## src/sv/sap_isqrt.sv

```systemverilog
// ----------------------------------------------------------------------------
// sap_isqrt
// Pipelined floor square root, one root bit per stage, with a sideband that
// travels alongside.
// ----------------------------------------------------------------------------
module sap_isqrt #(
  parameter int IN_W = 64,
  parameter int SB_W = 1
) (
  input  logic              clk,
  input  logic              rst,
  input  logic              en,
  input  logic              in_vld,
  input  logic [IN_W-1:0]   in_val,
  input  logic [SB_W-1:0]   in_sb,
  output logic              out_vld,
  output logic [IN_W/2-1:0] out_root,
  output logic [SB_W-1:0]   out_sb
);

  localparam int R = IN_W / 2;

  logic [IN_W-1:0] xs  [R];
  logic [R+1:0]    rem [R];
  logic [R-1:0]    rt  [R];
  logic            vld [R];
  logic [SB_W-1:0] sb  [R];

  for (genvar g = 0; g < R; g++) begin : g_stage
    logic [IN_W-1:0] x_c;
    logic [R+1:0]    rem_c;
    logic [R-1:0]    rt_c;
    logic            v_c;
    logic [SB_W-1:0] sb_c;
    logic [R+3:0]    rsh;
    logic [R+3:0]    trial;
    logic [R+3:0]    diff;
    logic            ge;

    if (g == 0) begin : g_first
      assign x_c   = in_val;
      assign rem_c = '0;
      assign rt_c  = '0;
      assign v_c   = in_vld;
      assign sb_c  = in_sb;
    end else begin : g_next
      assign x_c   = xs[g-1];
      assign rem_c = rem[g-1];
      assign rt_c  = rt[g-1];
      assign v_c   = vld[g-1];
      assign sb_c  = sb[g-1];
    end

    always_comb begin
      rsh   = {rem_c, x_c[IN_W-1 -: 2]};
      trial = {2'b00, rt_c, 2'b01};
      ge    = rsh >= trial;
      diff  = rsh - trial;
    end

    always_ff @(posedge clk) begin
      if (rst) begin
        vld[g] <= 1'b0;
      end else if (en) begin
        vld[g] <= v_c;
      end
    end

    always_ff @(posedge clk) begin
      if (en) begin
        xs[g]  <= x_c << 2;
        rem[g] <= ge ? diff[R+1:0] : rsh[R+1:0];
        rt[g]  <= {rt_c[R-2:0], ge};
        sb[g]  <= sb_c;
      end
    end
  end

  assign out_vld  = vld[R-1];
  assign out_root = rt[R-1];
  assign out_sb   = sb[R-1];

endmodule

```

## config.mk

```make
export PLATFORM = sky130hd
export DESIGN_NAME = sap_isqrt
export DESIGN_NICKNAME = d
export VERILOG_FILES = /design/src/sv/sap_isqrt.sv
export SDC_FILE = /design/constraint.sdc
export NUM_CORES = 2
export LEC_CHECK = 0
export BUFFER_PORTS_ARGS = -buffer_cell sky130_fd_sc_hd__buf_2
export CORE_MARGIN = 2
export CORE_UTILIZATION = 45
export CTS_CLUSTER_SIZE = 40
export DETAILED_ROUTE_END_ITERATION = 12
export GPL_TIMING_DRIVEN = 0
export HOLD_SLACK_MARGIN = 0.15
export PLACE_DENSITY_LB_ADDON = 0.1
export SLEW_MARGIN = 20
export SYNTH_ARGS = -nofsm -noshare
export SYNTH_HDL_FRONTEND = slang
export SYNTH_MEMORY_MAX_BITS = 65536
export SYNTH_SLANG_ARGS = --single-unit
```

## constraint.sdc

```tcl
create_clock -name clk -period 3.1 [get_ports clk]
set_input_delay 0.62 -clock clk [delete_from_list [all_inputs] [get_ports clk]]
set_output_delay 0.62 -clock clk [all_outputs]
set_load 0.01 [all_outputs]
```

== Yosys cells after proc, flatten, opt, wreduce, memory -nomap -nowiden ==
Memory sizes are Yosys's and may differ from the RTL's.
Cells that the tools add are included.

* Add/subtract/negate cells: 32
* Order comparisons: 32
* Muxes and demuxes: 70
* Bitwise logic cells: 32

{| class="wikitable"
|+ Operator list
! operator !! count
|-
| >= comparator 36 x 34 -> 1 bit || 31
|-
| 2-to-1 mux 34 bit || 32
|-
| subtractor 34 bit || 31
|-
| 2-to-1 mux 1 bit || 38
|-
| OR 1 bit || 32
|-
| subtractor 2 x 1 -> 3 bit, second input constant || 1
|-
| >= comparator 2 x 1 -> 1 bit, second input constant || 1
|}

* Register bits: 0
* Memory bits (writable): 4160
* Logic and storage cells: 171
* Memories kept: 5

{| class="wikitable"
|+ Memory list
! memory !! depth !! width !! rd ports !! clocked after Yosys merged registers in !! write ports !! RTL line !! source
|-
| xs || 32 || 62 || 31 || 0 || 32 || 23 || <nowiki>logic [IN_W-1:0] xs [R];</nowiki>
|-
| rem || 32 || 34 || 31 || 0 || 32 || 24 || <nowiki>logic [R+1:0] rem [R];</nowiki>
|-
| rt || 32 || 32 || 32 || 0 || 32 || 25 || <nowiki>logic [R-1:0] rt [R];</nowiki>
|-
| sb || 32 || 1 || 32 || 0 || 32 || 27 || <nowiki>logic [SB_W-1:0] sb [R];</nowiki>
|-
| vld || 32 || 1 || 32 || 0 || 32 || 26 || <nowiki>logic vld [R];</nowiki>
|}

== Depth between registers and ports, before layout ==
* Depth in word-level cells: 4
* Gate-level depth with buffers: 16

== Worst setup path before layout ==
No wires, ideal clock.

* Path kind: reg-to-reg
* From: memory rem[1][102] in the netlist's numbering
* To: memory rem[1][140] in the netlist's numbering, data pin
* Library setup time: 260 ps
* Arrival: 3128 ps
* Data required time: 2840 ps
* Setup slack: -288 ps
* Stages on the path, launching flop included: 11
* Cells stage by stage: edfxtp_1 -> ha_1 -> nor2b_1 -> o31a_1 -> o311ai_0 -> a2111oi_2 -> o31ai_1 -> a21oi_1 -> a21oi_1 -> buf_2 -> mux2_2

{| class="wikitable"
|+ RTL lines
! element !! RTL line
|-
| from (decl) || 24
|}

==> results.cfg <==
[status]
outcome = finished with violations
violations = setup timing

[place]
placedCellCount = 12800
io_buffers = 102
dp_hpwl_mm = 181
gp_congestion = 0.902

[setup_path]
reg2reg_from = rem[0][295]
crit_fanout = 5
critPathLaunchType = flip-flop
cp_cell_sequence = or4_4 > or3_4 > or4_4 > or3_4 > a211oi_4 > and3_4 > buf_8 > nor2_2 > a22o_1
regToRegSetupSlack_ns = -0.14
critPathMaxStageDelay_ns = 0.55
required_ns = 3.71
r2r-end = rem[0][316]
endpoint_kind = flip-flop
critPathArrivalTime_ns = 3.85
crit_slowest_cell = or4_4
critPathKind = reg -> reg
r2r_cells = 9

[die]
die_w_um = 520
fp.coreArea_um2 = 265000
io_pins = 103
rows = 189
start_util = 0.453
die_h_um = 520
die_area_um2 = 271000

[route]
drt_wl_total_mm = 266
drt_first_pass_iters = 5
drc = 0
detail-route-antenna-nets = 0
detail_route.wl_per_cell_um = 19.1
drt-initial-drc-count = 5088
dr_total_vias = 74300
viasPerCell = 5.34

[layout]
syn2layout_area_growth_pct = 22.7
final_cells = 13900
layout.nets = 10800
drive_above_1_share = 0.214
fillers = 21600

[sta]
fin_ws_ns = -0.140
finalSetupViolations = 73
clock_skew_ns = 0.0354
finalHoldViolCount = 0
clock.fmax_mhz = 309
tightest_slew_ns = 0.994
period_needed_ns = 3.24
slew_headroom = 0.333
slew_violations = 0
fin_crit_sh = 1.05
setup_tns_ns = -3.82
rsz0062_at_grt = true

[logic_synthesis]
synth_ff_type = edfxtp_1
synth_nets = 9822
ys_ff_latch = 2587
synth_area_leaders = edfxtp_1 (65%), ha_1 (5.9%), xnor2_1 (3.2%)
syn_inst = 9191
yosysSeqAreaShare = 0.647
async_flop_share = 0
ys_types = 99
yosys.area.top_type = edfxtp_1
netlist_area_um2 = 120000
syn_avg_cell_area_um2 = 13.1
yosysWarningCount = 0
synth-edff-count = 2587
synth_top_area_frac = 0.647

[global_route]
grt-busiest-layer = met2
grt_max_degree = 147
globalRoute.totalOverflow = 0
grt_pass1_vias = 73400
use_met2 = 0.322
gr-usage-met3 = 0.0256
track_usage = 0.189
grt_pass1_wl_mm = 408
use_met1 = 0.250
antenna_found_initial = 3

[hold_path]
hold_class = in -> reg
holdPathStages = 3
hold_end = vld[8][0]
hp-start = rst

[clock_tree]
cts_sinks = 2587
path_clk_slew_ns = 0.06
cts_root_buf = clkbuf_16
cts_tree = built
clkLatencyLatePin_ns = 0.89
cts_max_level = 5
cts_made_buffers = 292
clockBufferDepth = 4

[power]
p_leak_nw = 56.0
power_per_cell_area_nw_per_um2 = 714
vdd_drop_max_uv = 446

[run]
drv_cap = 0
==> registers in the layout, indices dropped and copies added (netlist names) <==
| name | flops |
|---|---|
| rt | 528 |
| vld | 32 |
| xs | 992 |
| sb | 32 |
| rem | 1003 |
==> how the worst max path moves through the flow <==
stage | startpoint | endpoint | cells after the start
3_5_place_dp | en | xs[0][269] | 7
6_report | rem[0][295] | rem[0][316] | 9
2_1_floorplan | rem[0][260] | rem[0][295] | 12
4_1_cts | rem[0][192] | rem[0][227] | 10
5_1_grt | rt[0][224] | rem[0][297] | 11
3_3_place_gp | en | vld[2][1] | 2
==> worst max-delay path: cells and delay by family, from the launching register on <==
family | cells | cell delay (ns)
and+or+nand+nor | 6 | 2.05
AOI/OAI and AO/OA | 2 | 0.40
DFF | 1 | 0.39
buffers and inverters | 1 | 0.15
==> power by group <==
group | switching (W) | internal (W) | leakage [nW] | total [W]
registers | 0.00317 | 0.0441 | 24.9 | 0.0473
clock network | 0.0139 | 0.0202 | 4.60 | 0.0341
logic | 0.0129 | 0.0107 | 26.4 | 0.0236
total | 0.0300 | 0.0751 | 56.0 | 0.105
==> cell usage in the layout (no fill, tap or decap), types with 55 or more instances in the layout <==
cell type and instances:
edfxtp_1 2587, inv_1 672, nand2_1 531, a21oi_1 523, nor2_1 516, buf_4 452
xnor2_1 419, ha_1 415, xor2_1 401, o21ai_0 338, clkbuf_16 315, a21o_1 221
nor3_1 167, nand3_1 116, buf_2 114, ha_4 110, nand2b_1 100, o21a_1 90
mux2_2 88, nand4_1 81, a21oi_2 74, nor4_1 74, or3_1 69, clkbuf_1 69
dlygate4sd3_1 67, o21bai_1 61, nor2b_1 55
==> cell families after synthesis <==
| logic type | count (synthesis) | share of synthesized area |
|---|---|---|
| AO/OA/AOI/OAI | 1859 | 0.0968 |
| XOR/XNOR | 845 | 0.0617 |
| adder cells (fa/ha/maj) | 562 | 0.0586 |
| buffers and inverters | 884 | 0.0282 |
| flip-flops | 2587 | 0.647 |
| multiplexers | 108 | 0.0100 |
| other | 1 | 0.0000313 |
| AND/OR/NAND/NOR | 2345 | 0.0972 |
==> through the flow <==
step | utilization | area, um^2 | hold WS, ns | worst slack (ns) | total power, W
2_1_floorplan | - | 120000 | 0.400 | -0.0698 | 0.0611
3_3_place_gp | 0.473 | 125000 | 0.400 | -40.02 | 0.0633
3_5_place_dp | 0.475 | 126000 | 0.405 | -1.98 | 0.0672
4_1_cts | 0.535 | 142000 | 0.183 | -0.211 | 0.104
5_1_grt | 0.555 | 147000 | 0.234 | -0.221 | 0.110
6_report | 0.555 | 147000 | 0.268 | -0.140 | 0.105
==> per-layer routing <==
layer  share of wire  up-vias
met5               0        -
met4           0.028        0
met3           0.039      436
met2            0.50     1383
met1            0.44    36400
li1                -    36100
==> cell type report <==
| type | count | area (um^2) | area share |
|---|---|---|---|
| clock buffer | 349 | 7650 | 0.0520 |
| clock inverter | 175 | 1840 | 0.0125 |
| sequential | 2587 | 77700 | 0.528 |
| timing repair buffer | 718 | 6510 | 0.0442 |
| antenna | 1 | 2.50 | 0.0000170 |
| buffer | 113 | 1150 | 0.00779 |
| tap | 3533 | 4420 | 0.0300 |
| multi-input combinational | 5722 | 45300 | 0.307 |
| inverter | 711 | 2700 | 0.0183 |
==> cells in the mapped netlist (17+ instances only) <==
library cell     n
nor3_1         224
buf_2           18
a2111oi_0       21
ha_1           562
o21a_1          94
nand3b_1        25
nor4_1         124
and3_1          50
mux2_2          97
buf_1           18
o31ai_1         58
or4_1           62
clkbuf_1       130
nand2b_1       109
a21oi_1        613
a31oi_1         37
xor2_1         402
nor3b_1         17
a211oi_1        61
a21o_1         221
nand4_1         81
o31a_1          18
nor2b_1         67
or3_1           88
inv_1          709
or2_2           54
nor2_1         605
xnor2_1        443
a21boi_0        23
o211ai_1        44
o21bai_1        66
edfxtp_1      2587
nand3_1        134
nand2_1        578
and2_1          52
o21ai_0        427
==> what timing repair did <==
item | 4_1_cts | 5_1_grt
gates cloned | 18 | 14
resized for setup | 747 | 800
setup buffers | 273 | 237
hold buffers | 69 | 0
endpoints found under the setup margin | 1304 | 808
endpoints found under the hold margin | 109 | 0
pin swaps | 188 | 276
(Power assumes the default switching activity.)
